File: src/rtl/software_timer_table_macros.svh
// Assertion macros for the software timer table.
// Expects clk and rst_n in the scope where a macro is used.
`ifndef SOFTWARE_TIMER_TABLE_MACROS_SVH
`define SOFTWARE_TIMER_TABLE_MACROS_SVH

// Consequent must hold in the same cycle as the antecedent.
`define STT_ASSERT_NOW(label, ante, cons, msg) \
    label: assert property (@(posedge clk) disable iff (!rst_n) (ante) |-> (cons)) \
        else $error(msg);

// Consequent must hold in the cycle after the antecedent.
`define STT_ASSERT_NEXT(label, ante, cons, msg) \
    label: assert property (@(posedge clk) disable iff (!rst_n) (ante) |=> (cons)) \
        else $error(msg);

`endif

File: src/rtl/stt_pkg.sv
// Shared types, action codes and the microcode ROM of the software timer table.
// No dependencies.
package stt_pkg;

    localparam int ACTION_W   = 3;
    localparam int ID_W       = 4;
    localparam int INTERVAL_W = 31;
    localparam int COUNT_W    = 5;

    typedef struct packed {
        logic [ACTION_W-1:0]   action;
        logic [ID_W-1:0]       timer_id;
        logic [INTERVAL_W-1:0] interval_ms;
    } req_t;

    typedef struct packed {
        logic               fired;
        logic [ID_W-1:0]    fired_id;
        logic [COUNT_W-1:0] armed_count;
    } rsp_t;

    localparam logic [ACTION_W-1:0] ACT_TICK  = 3'd0;
    localparam logic [ACTION_W-1:0] ACT_INIT  = 3'd1;
    localparam logic [ACTION_W-1:0] ACT_START = 3'd2;
    localparam logic [ACTION_W-1:0] ACT_STOP  = 3'd3;
    localparam logic [ACTION_W-1:0] ACT_POP   = 3'd4;

    // Datapath operations, one per control word
    localparam int OP_W = 4;
    localparam logic [OP_W-1:0] OP_IDLE        = 4'd0;
    localparam logic [OP_W-1:0] OP_NOW_INC     = 4'd1;
    localparam logic [OP_W-1:0] OP_READ_ID     = 4'd2;
    localparam logic [OP_W-1:0] OP_WRITE_INIT  = 4'd3;
    localparam logic [OP_W-1:0] OP_WRITE_START = 4'd4;
    localparam logic [OP_W-1:0] OP_GRAB        = 4'd5;
    localparam logic [OP_W-1:0] OP_SHIFT       = 4'd6;
    localparam logic [OP_W-1:0] OP_RESPOND     = 4'd7;
    localparam logic [OP_W-1:0] OP_SCAN_INIT   = 4'd8;
    localparam logic [OP_W-1:0] OP_POP_STEP    = 4'd9;
    localparam logic [OP_W-1:0] OP_NOP         = 4'd10;
    localparam logic [OP_W-1:0] OP_TAKE        = 4'd11;

    // Jump conditions; a false condition falls through to the next step
    localparam int COND_W = 3;
    localparam logic [COND_W-1:0] COND_NONE      = 3'd0;
    localparam logic [COND_W-1:0] COND_ALWAYS    = 3'd1;
    localparam logic [COND_W-1:0] COND_ID_BAD    = 3'd2;
    localparam logic [COND_W-1:0] COND_ID_IDLE   = 3'd3;
    localparam logic [COND_W-1:0] COND_MORE      = 3'd4;
    localparam logic [COND_W-1:0] COND_NOT_FOUND = 3'd5;

    localparam int UPC_W = 4;
    localparam logic [UPC_W-1:0] UPC_IDLE      = 4'd0;
    localparam logic [UPC_W-1:0] UPC_TICK      = 4'd1;
    localparam logic [UPC_W-1:0] UPC_INIT_RD   = 4'd2;
    localparam logic [UPC_W-1:0] UPC_INIT_WR   = 4'd3;
    localparam logic [UPC_W-1:0] UPC_START_RD  = 4'd4;
    localparam logic [UPC_W-1:0] UPC_START_WR  = 4'd5;
    localparam logic [UPC_W-1:0] UPC_STOP_RD   = 4'd6;
    localparam logic [UPC_W-1:0] UPC_GRAB      = 4'd7;
    localparam logic [UPC_W-1:0] UPC_SHIFT     = 4'd8;
    localparam logic [UPC_W-1:0] UPC_DONE      = 4'd9;
    localparam logic [UPC_W-1:0] UPC_POP_INIT  = 4'd10;
    localparam logic [UPC_W-1:0] UPC_POP_SCAN  = 4'd11;
    localparam logic [UPC_W-1:0] UPC_POP_CHECK = 4'd12;
    localparam logic [UPC_W-1:0] UPC_TAKE      = 4'd13;

    typedef struct packed {
        logic [OP_W-1:0]   op;
        logic [COND_W-1:0] cond;
        logic [UPC_W-1:0]  target;
    } ctrl_t;

    function automatic ctrl_t ucode_rom(input logic [UPC_W-1:0] addr);
        ctrl_t word;
        unique case (addr)
            UPC_TICK:      word = '{OP_NOW_INC,     COND_ALWAYS,    UPC_DONE};
            UPC_INIT_RD:   word = '{OP_READ_ID,     COND_ID_BAD,    UPC_DONE};
            UPC_INIT_WR:   word = '{OP_WRITE_INIT,  COND_ALWAYS,    UPC_DONE};
            UPC_START_RD:  word = '{OP_READ_ID,     COND_ID_BAD,    UPC_DONE};
            UPC_START_WR:  word = '{OP_WRITE_START, COND_ALWAYS,    UPC_DONE};
            UPC_STOP_RD:   word = '{OP_READ_ID,     COND_ID_IDLE,   UPC_DONE};
            UPC_GRAB:      word = '{OP_GRAB,        COND_NONE,      UPC_IDLE};
            UPC_SHIFT:     word = '{OP_SHIFT,       COND_MORE,      UPC_SHIFT};
            UPC_DONE:      word = '{OP_RESPOND,     COND_NONE,      UPC_IDLE};
            UPC_POP_INIT:  word = '{OP_SCAN_INIT,   COND_NONE,      UPC_IDLE};
            UPC_POP_SCAN:  word = '{OP_POP_STEP,    COND_MORE,      UPC_POP_SCAN};
            UPC_POP_CHECK: word = '{OP_NOP,         COND_NOT_FOUND, UPC_DONE};
            UPC_TAKE:      word = '{OP_TAKE,        COND_ALWAYS,    UPC_SHIFT};
            default:       word = '{OP_IDLE,        COND_NONE,      UPC_IDLE};
        endcase
        return word;
    endfunction

    function automatic logic [UPC_W-1:0] entry_addr(input logic [ACTION_W-1:0] action);
        logic [UPC_W-1:0] addr;
        unique case (action)
            ACT_TICK:  addr = UPC_TICK;
            ACT_INIT:  addr = UPC_INIT_RD;
            ACT_START: addr = UPC_START_RD;
            ACT_STOP:  addr = UPC_STOP_RD;
            ACT_POP:   addr = UPC_POP_INIT;
            default:   addr = UPC_DONE;
        endcase
        return addr;
    endfunction

endpackage

File: src/rtl/software_timer_table.sv
// Software timer table: one-shot timers kept in arming order; needs stt_pkg, stt_ram
// and software_timer_table_macros.svh. One request at a time, one response each.
// Tick bumps the clock; init/start read, then write the slot; stop (of an armed slot) and
// pop scan the slot RAM, one slot per cycle, and pop scans again if a timer expired.
// Reset (rst_n, async low): clock zero, all slots disarmed; no clearing pass is needed.
module software_timer_table #(
    parameter int SLOTS     = 16,
    parameter int TIME_BITS = 32
) (
    input  logic          clk,
    input  logic          rst_n,
    input  logic          req_valid,
    output logic          req_ready,
    input  stt_pkg::req_t req,
    output logic          rsp_valid,
    input  logic          rsp_ready,
    output stt_pkg::rsp_t rsp
);

    `include "software_timer_table_macros.svh"

    localparam int IDX_W   = $clog2(SLOTS);
    localparam int CNT_W   = $clog2(SLOTS + 1);
    localparam int ENT_W   = stt_pkg::INTERVAL_W + TIME_BITS + IDX_W;
    localparam int CMP_W   = (TIME_BITS > stt_pkg::INTERVAL_W) ? TIME_BITS
                                                                : stt_pkg::INTERVAL_W;
    localparam logic [IDX_W-1:0] LAST_IDX = IDX_W'(SLOTS - 1);

    // Sequencer state
    logic [stt_pkg::UPC_W-1:0] upc_reg, upc_next;
    stt_pkg::ctrl_t            ctrl;
    logic                      jump;

    // Request and architectural state
    stt_pkg::req_t        item_reg, item_next;
    logic [TIME_BITS-1:0] now_reg, now_next;
    logic [SLOTS-1:0]     armed_reg, armed_next;
    logic [SLOTS-1:0]     written_reg, written_next;
    logic [CNT_W-1:0]     total_reg, total_next;

    // Scan and removal working registers
    logic [IDX_W-1:0] idx_reg, idx_next;
    logic [IDX_W-1:0] victim_reg, victim_next;
    logic [IDX_W-1:0] vrank_reg, vrank_next;
    logic             found_reg, found_next;
    logic [IDX_W-1:0] best_reg, best_next;
    logic [IDX_W-1:0] best_rank_reg, best_rank_next;
    logic             fired_reg, fired_next;
    logic [IDX_W-1:0] rd_addr_reg;

    // Response register
    logic          rsp_valid_reg, rsp_valid_next;
    stt_pkg::rsp_t rsp_reg, rsp_next;

    // Slot RAM: {interval, start time, rank}
    logic             ram_we;
    logic [IDX_W-1:0] ram_waddr;
    logic [ENT_W-1:0] ram_wdata;
    logic [IDX_W-1:0] ram_raddr;
    logic [ENT_W-1:0] ram_rdata;

    // Decoded read data; an entry never written reads as zero
    logic [stt_pkg::INTERVAL_W-1:0] ent_interval;
    logic [TIME_BITS-1:0]           ent_start;
    logic [IDX_W-1:0]               ent_rank;
    logic [TIME_BITS-1:0]           elapsed;
    logic                           expired;

    logic             id_ok;
    logic [IDX_W-1:0] slot;
    logic [IDX_W-1:0] idx_step;
    logic             done_ok;

    stt_ram #(
        .WIDTH (ENT_W),
        .DEPTH (SLOTS)
    ) u_slot_ram (
        .clk   (clk),
        .we    (ram_we),
        .waddr (ram_waddr),
        .wdata (ram_wdata),
        .raddr (ram_raddr),
        .rdata (ram_rdata)
    );

    assign ctrl      = stt_pkg::ucode_rom(upc_reg);
    assign req_ready = (upc_reg == stt_pkg::UPC_IDLE);
    assign rsp_valid = rsp_valid_reg;
    assign rsp       = rsp_reg;

    // Slot numbers at or above SLOTS address nothing
    assign id_ok = (int'(item_reg.timer_id) < SLOTS);
    assign slot  = IDX_W'(item_reg.timer_id);

    assign {ent_interval, ent_start, ent_rank} = written_reg[rd_addr_reg] ? ram_rdata
                                                                          : '0;

    // Elapsed time wraps with the clock; expiry is strictly past the interval
    assign elapsed = TIME_BITS'(now_reg - ent_start);
    assign expired = CMP_W'(elapsed) > CMP_W'(ent_interval);

    // Next scan slot; on the last slot park the read address at zero
    assign idx_step = (idx_reg == LAST_IDX) ? '0 : IDX_W'(idx_reg + 1'b1);

    // The result may leave once the response register is free or draining
    assign done_ok = !rsp_valid_reg || rsp_ready;

    // Jump condition of the current control word
    always_comb
    begin
        unique case (ctrl.cond)
            stt_pkg::COND_ALWAYS:    jump = 1'b1;
            stt_pkg::COND_ID_BAD:    jump = !id_ok;
            stt_pkg::COND_ID_IDLE:   jump = !(id_ok && armed_reg[slot]);
            stt_pkg::COND_MORE:      jump = (idx_reg != LAST_IDX);
            stt_pkg::COND_NOT_FOUND: jump = !found_reg;
            default:                 jump = 1'b0;
        endcase
    end

    // Datapath: one operation per step, chosen by the control word
    always_comb
    begin
        upc_next       = jump ? ctrl.target : stt_pkg::UPC_W'(upc_reg + 1'b1);
        item_next      = item_reg;
        now_next       = now_reg;
        armed_next     = armed_reg;
        written_next   = written_reg;
        total_next     = total_reg;
        idx_next       = idx_reg;
        victim_next    = victim_reg;
        vrank_next     = vrank_reg;
        found_next     = found_reg;
        best_next      = best_reg;
        best_rank_next = best_rank_reg;
        fired_next     = fired_reg;
        rsp_next       = rsp_reg;
        rsp_valid_next = rsp_valid_reg && !rsp_ready;
        ram_we         = 1'b0;
        ram_waddr      = slot;
        ram_wdata      = {ent_interval, now_reg, ent_rank};
        ram_raddr      = '0;

        unique case (ctrl.op)
            stt_pkg::OP_IDLE:
            begin
                // Wait for a request, then dispatch on its action
                if (req_valid)
                begin
                    item_next  = req;
                    fired_next = 1'b0;
                    upc_next   = stt_pkg::entry_addr(req.action);
                end
                else
                begin
                    upc_next = stt_pkg::UPC_IDLE;
                end
            end
            stt_pkg::OP_NOW_INC:
            begin
                now_next = TIME_BITS'(now_reg + 1'b1);
            end
            stt_pkg::OP_READ_ID:
            begin
                ram_raddr = slot;
            end
            stt_pkg::OP_WRITE_INIT:
            begin
                // New interval, restart; armed flag and order stay
                ram_we             = 1'b1;
                ram_wdata          = {item_reg.interval_ms, now_reg, ent_rank};
                written_next[slot] = 1'b1;
            end
            stt_pkg::OP_WRITE_START:
            begin
                // Restart in place, or arm and append last
                ram_we             = 1'b1;
                written_next[slot] = 1'b1;
                if (armed_reg[slot])
                begin
                    ram_wdata = {ent_interval, now_reg, ent_rank};
                end
                else
                begin
                    ram_wdata        = {ent_interval, now_reg, IDX_W'(total_reg)};
                    armed_next[slot] = 1'b1;
                    total_next       = CNT_W'(total_reg + 1'b1);
                end
            end
            stt_pkg::OP_GRAB:
            begin
                // Disarm the stopped slot and start the rank shift at slot zero
                victim_next      = slot;
                vrank_next       = ent_rank;
                armed_next[slot] = 1'b0;
                total_next       = CNT_W'(total_reg - 1'b1);
                idx_next         = '0;
            end
            stt_pkg::OP_TAKE:
            begin
                // Disarm the popped slot and start the rank shift at slot zero
                victim_next          = best_reg;
                vrank_next           = best_rank_reg;
                armed_next[best_reg] = 1'b0;
                total_next           = CNT_W'(total_reg - 1'b1);
                fired_next           = 1'b1;
                idx_next             = '0;
            end
            stt_pkg::OP_SHIFT:
            begin
                // Move every later armed slot up one place
                ram_waddr = idx_reg;
                ram_wdata = {ent_interval, ent_start, IDX_W'(ent_rank - 1'b1)};
                ram_we    = armed_reg[idx_reg] && (ent_rank > vrank_reg);
                ram_raddr = idx_step;
                idx_next  = idx_step;
            end
            stt_pkg::OP_SCAN_INIT:
            begin
                found_next = 1'b0;
                idx_next   = '0;
            end
            stt_pkg::OP_POP_STEP:
            begin
                // Keep the earliest-armed expired slot seen so far
                if (armed_reg[idx_reg] && expired
                    && (!found_reg || (ent_rank < best_rank_reg)))
                begin
                    found_next     = 1'b1;
                    best_next      = idx_reg;
                    best_rank_next = ent_rank;
                end
                ram_raddr = idx_step;
                idx_next  = idx_step;
            end
            stt_pkg::OP_RESPOND:
            begin
                // Hold here until the response register can take the result
                if (done_ok)
                begin
                    rsp_valid_next       = 1'b1;
                    rsp_next.fired       = fired_reg;
                    rsp_next.fired_id    = fired_reg ? stt_pkg::ID_W'(victim_reg) : '0;
                    rsp_next.armed_count = stt_pkg::COUNT_W'(total_reg);
                    upc_next             = stt_pkg::UPC_IDLE;
                end
                else
                begin
                    upc_next = upc_reg;
                end
            end
            default:
            begin
                // Plain step: nothing but the sequencer advances
            end
        endcase
    end

    always_ff @(posedge clk or negedge rst_n)
    begin
        if (!rst_n)
        begin
            upc_reg       <= stt_pkg::UPC_IDLE;
            now_reg       <= '0;
            armed_reg     <= '0;
            written_reg   <= '0;
            total_reg     <= '0;
            found_reg     <= 1'b0;
            fired_reg     <= 1'b0;
            rsp_valid_reg <= 1'b0;
        end
        else
        begin
            upc_reg       <= upc_next;
            now_reg       <= now_next;
            armed_reg     <= armed_next;
            written_reg   <= written_next;
            total_reg     <= total_next;
            found_reg     <= found_next;
            fired_reg     <= fired_next;
            rsp_valid_reg <= rsp_valid_next;
        end
    end

    always_ff @(posedge clk)
    begin
        item_reg      <= item_next;
        idx_reg       <= idx_next;
        victim_reg    <= victim_next;
        vrank_reg     <= vrank_next;
        best_reg      <= best_next;
        best_rank_reg <= best_rank_next;
        rsp_reg       <= rsp_next;
        rd_addr_reg   <= ram_raddr;
    end

    // Armed count always matches the armed flags
    `STT_ASSERT_NOW(a_total_matches_flags, 1'b1, total_reg == CNT_W'($countones(armed_reg)), "armed count out of step with armed flags")

    // A pop only takes a slot that the scan found armed
    `STT_ASSERT_NOW(a_take_armed, ctrl.op == stt_pkg::OP_TAKE, found_reg && armed_reg[best_reg], "pop takes a slot that is not armed")

    // The removed slot is disarmed in the next cycle
    `STT_ASSERT_NEXT(a_victim_disarmed, (ctrl.op == stt_pkg::OP_GRAB) || (ctrl.op == stt_pkg::OP_TAKE), !armed_reg[victim_reg], "removed slot still armed")

    // The rank shift never rewrites the removed slot
    `STT_ASSERT_NOW(a_shift_skips_victim, (ctrl.op == stt_pkg::OP_SHIFT) && ram_we, ram_waddr != victim_reg, "rank shift writes the removed slot")

    // A response without a fired timer carries slot zero
    `STT_ASSERT_NOW(a_idle_id_zero, rsp_valid && !rsp.fired, rsp.fired_id == '0, "fired_id set without a fired timer")

endmodule

File: src/rtl/stt_ram.sv
// Generic single-port-write, single-port-read RAM with registered read data.
// No dependencies.
module stt_ram #(
    parameter int WIDTH = 8,
    parameter int DEPTH = 16
) (
    input  logic                     clk,
    input  logic                     we,
    input  logic [$clog2(DEPTH)-1:0] waddr,
    input  logic [WIDTH-1:0]         wdata,
    input  logic [$clog2(DEPTH)-1:0] raddr,
    output logic [WIDTH-1:0]         rdata
);

    logic [WIDTH-1:0] mem [DEPTH];

    always_ff @(posedge clk)
    begin
        if (we)
        begin
            mem[waddr] <= wdata;
        end
        rdata <= mem[raddr];
    end

endmodule
File: config.mk
export PLATFORM = sky130hd
export DESIGN_NAME = software_timer_table
export DESIGN_NICKNAME = d
export VERILOG_FILES = /design/src/rtl/stt_pkg.sv /design/src/rtl/software_timer_table.sv /design/src/rtl/stt_ram.sv
export VERILOG_INCLUDE_DIRS = /design/src /design/src/rtl
export SDC_FILE = /design/constraint.sdc
export NUM_CORES = 2
export LEC_CHECK = 0
export BUFFER_PORTS_ARGS = -buffer_cell sky130_fd_sc_hd__buf_4
export CAP_MARGIN = 30
export CORE_MARGIN = 3
export CORE_UTILIZATION = 39
export CTS_BUF_LIST = sky130_fd_sc_hd__clkbuf_16
export DETAILED_ROUTE_END_ITERATION = 8
export GPL_TIMING_DRIVEN = 0
export PLACE_DENSITY_LB_ADDON = 0.12
export SLEW_MARGIN = 10
export SYNTH_ARGS = -nofsm -noshare
export SYNTH_HDL_FRONTEND = slang
export SYNTH_SLANG_ARGS = --single-unit
File: constraint.sdc
create_clock -name clk -period 18.52 [get_ports clk]
set_input_delay 0.926 -clock clk [delete_from_list [all_inputs] [get_ports clk]]
set_output_delay 0.926 -clock clk [all_outputs]
set_load 0.01 [all_outputs]
==> run_results.csv <==
group,metric,value,unit
outcome,status,"complete, no violations",
final_layout,final_nets,3438,
grt,antenna_found_initial,3,
pwr,peakVddDrop,115.5,µV
cts,root_buffer,"clkbuf_16",
detailed_routing,dr.pass1.iters,5,
grt,grt_overflow,0,
critical_path,reg2regPathDepth,20,
detailed_routing,drc,0,
placed_design,place_area,56510,µm²
final_layout,area_growth,16.13,%
synthesis,synthFlopType,"edfxtp_1",
floorplanning,io_pins,54,
placed_design,io_buffers,53,
synthesis,synth.distinct_cells,70,
worst_hold_path,hold_path_class,"input port to flop",
synthesis,synth_edf_count,1137,
worst_hold_path,worstHoldStart,"req[20]",
grt,grt_max_degree,40,
timing,worst_slew_pin_slew,1.063,ns
synthesis,synth_top_area_cell,"edfxtp_1",
cts,ctsResizeCount,0,
cts,cts_tree,"done",
floorplanning,rows,134,
cts,post_cts_buffers,0,
synthesis,ys_ff_latch,1284,
detailed_routing,totalWireLength,147300,µm
placed_design,dpl.hpwl,95720,µm
critical_path,cp_max_fo,11,
floorplanning,dieArea,139300,µm²
critical_path,worst_r2r_endpoint,"best_reg[0]",
critical_path,r2r-start,"rd_addr_reg[1]",
synthesis,syn_inst,2998,
synthesis,avgSynthCellArea,17.54,µm²
critical_path,critPathArrivalTime,7.95,ns
critical_path,critical_path.startpoint_type,"flop",
pwr,p_leak,20.40,nW
worst_hold_path,holdPathEnd,"item_reg[20]",
floorplanning,initial_core_util,39.36,%
final_layout,largest_register_ffs,1072,
pwr,power_density,180.2,nW/µm²
synthesis,synthTopCellsByArea,"edfxtp_1, mux4_2, mux2i_1, dfrtp_1, dfxtp_1",
synthesis,ys_warn_count,0,
timing,fmax,0.1324,GHz
pwr,p_total,11.01,mW
final_layout,final_area,61080,µm²
final_layout,drive_gt1_share,19.74,%
worst_hold_path,hold_depth,1,
synthesis,synthMuxAreaShare,14.63,%
detailed_routing,drtAntennaViolNets,0,
synthesis,synthesis.area,52600,µm²
synthesis,yosys.area_share.simple,3.782,%
cts,ctsHoldBuffers,1,
detailed_routing,vias_per_cell,5.555,
final_layout,final_common_cell,"edfxtp_1",
cts,clkSinkCount,1284,
grt,grt_pass1_vias,29980,
cts,clk_path_buf_depth,3,
placed_design,gp_congestion,0.8323,
synthesis,synth_top_family_by_area,"multiplexers",
critical_path,path_class,"flop to flop",
grt,grt_usage,21.04,%
timing,setup_viol,0,
floorplanning,core_area,133600,µm²
synthesis,synth-compound-area-share,5.338,%
timing,drv_slew,0,
synthesis,syn_nets,3128,
timing,tns,0,ns
timing,slew_headroom,28.64,%
cts,htreeDepth,4,
final_layout,layout_common_cells,"edfxtp_1, mux2i_1, nand2_1, mux4_2, clkbuf_16",
synthesis,ys_async_sr_fraction,5.919,%
floorplanning,die_h,373.2,µm
synthesis,yosysSeqAreaShare,71.23,%
job,drv_cap,0,
floorplanning,die_w,373.2,µm
grt,grt_pass1_wl,212100,µm
critical_path,ff2ff_setup_slack,10.97,ns
timing,finalClockSkew,0.03088,ns
timing,post-route-min-period,7.551,ns
cts,clk_latency,0.77,ns
timing,hold_viol,0,
cts,clk_pin_slew,0.06,ns
timing,fin_crit_sh,40.77,%
synthesis,synth_top_area_share,64.91,%
detailed_routing,first_iter_violations,2636,
detailed_routing,detail_route.wl_per_cell,28.38,µm
cts,cts_inserted_buffers,139,
detailed_routing,num_vias,28830,
timing,grt_setup_unrepaired,"false",
critical_path,end_kind,"flop",
critical_path,required,18.92,ns
synthesis,synth_xor_area_share,1.116,%
synthesis,synthAdderAreaFrac,2.122,%
## routing by layer
metal	track usage (%)	up-vias	wire (µm)
met4	6.011	0	3650
met3	3.248	221	7626
met1	29.43	15170	65740
met2	34.29	864	70260
li1	-	12580	-
met5	0	-	0
## area by class of cell
type,count,area (µm²)
Antenna cell,3,7.507
Buffer,144,823.3
Clock buffer,142,3553
Clock inverter,110,849.6
Fill cell,11390,72540
Inverter,31,116.4
Multi-Input combinational cell,1539,14280
Sequential cell,1284,37470
Tap cell,1768,2212
Timing Repair Buffer,169,1772
## synthesized netlist by cell type (all sizes together), types with 5 or more instances
master / n
o211ai: 8
dfxtp: 71
a211oi: 5
clkbuf: 67
or3: 5
o21bai: 5
inv: 31
a211o: 6
nand2: 227
nor4: 9
a31oi: 5
o311ai: 9
o21ai: 185
nand4: 14
ha: 86
a22oi: 69
and3: 17
nor3: 18
and2: 21
xnor2: 46
nand2b: 16
nor2: 63
buf: 77
nand3: 21
nor2b: 9
mux2i: 277
edfxtp: 1137
xor2: 21
a21o: 38
o21a: 9
mux4: 216
a21oi: 83
dfrtp: 76
## cell families (layout without fill, tap and decap cells)
| kind of cell | Yosys count | count (layout) |
|---|---|---|
| adders and majority gates | 88 | 88 |
| xor gates and xnor gates | 67 | 67 |
| DFF | 1284 | 1284 |
| buffers and inverters | 175 | 596 |
| muxes | 497 | 497 |
| other | 0 | 3 |
| AOI/OAI and AO/OA | 452 | 452 |
| and+or+nand+nor | 435 | 435 |
## where the power goes
| group | leakage, nW | total [mW] | switching (mW) | internal [mW] |
|---|---|---|---|---|
| combinational | 6.37 | 4.23 | 2.71 | 1.52 |
| sequential | 11.8 | 4.10 | 0.132 | 3.97 |
| clock | 2.27 | 2.68 | 1.14 | 1.54 |
| total | 20.4 | 11.0 | 3.98 | 7.03 |
## through the flow
stage	utilization, %	instances	setup WS [ns]	hold WS, ns
2_1_floorplan	-	2998	10.66	0.4226
3_3_place_gp	41.32	4819	3.102	0.4352
3_5_place_dp	42.29	4915	11.07	0.4386
4_1_cts	45.59	5168	11.01	0.2592
5_1_grt	45.71	5187	10.60	0.2861
6_report	45.71	5190	10.97	0.3317
## worst max-delay path: stages (launching register included)
cell and delay (ns):
dfxtp_1 0.44, mux4_2 0.56, mux4_2 0.63, clkbuf_1 0.41
clkbuf_2 0.53, nand2_1 0.27, ha_1 0.31, a211oi_1 0.26
o21ai_1 0.15, o31ai_1 0.40, a221oi_1 0.22, a31oi_1 0.41
o21ai_1 0.20, xor2_1 0.21, ha_1 0.34, nand4_1 0.16
nor4_1 0.51, a21boi_0 0.30, o211a_1 0.22, a2111o_1 0.11
o211a_1 0.52
## how the worst max path moves through the flow
stage,start,endpoint,slack [ns],depth (start not counted)
2_1_floorplan,rd_addr_reg[1],u_slot_ram.mem[12][0],10.66,13
3_3_place_gp,upc_reg[2],u_slot_ram.mem[12][30],3.10,11
3_5_place_dp,rd_addr_reg[1],best_reg[2],11.07,20
4_1_cts,rd_addr_reg[1],best_rank_reg[1],11.01,20
5_1_grt,rd_addr_reg[1],best_rank_reg[2],10.60,20
6_report,rd_addr_reg[1],best_reg[0],10.97,20
(Power assumes the default switching activity.)
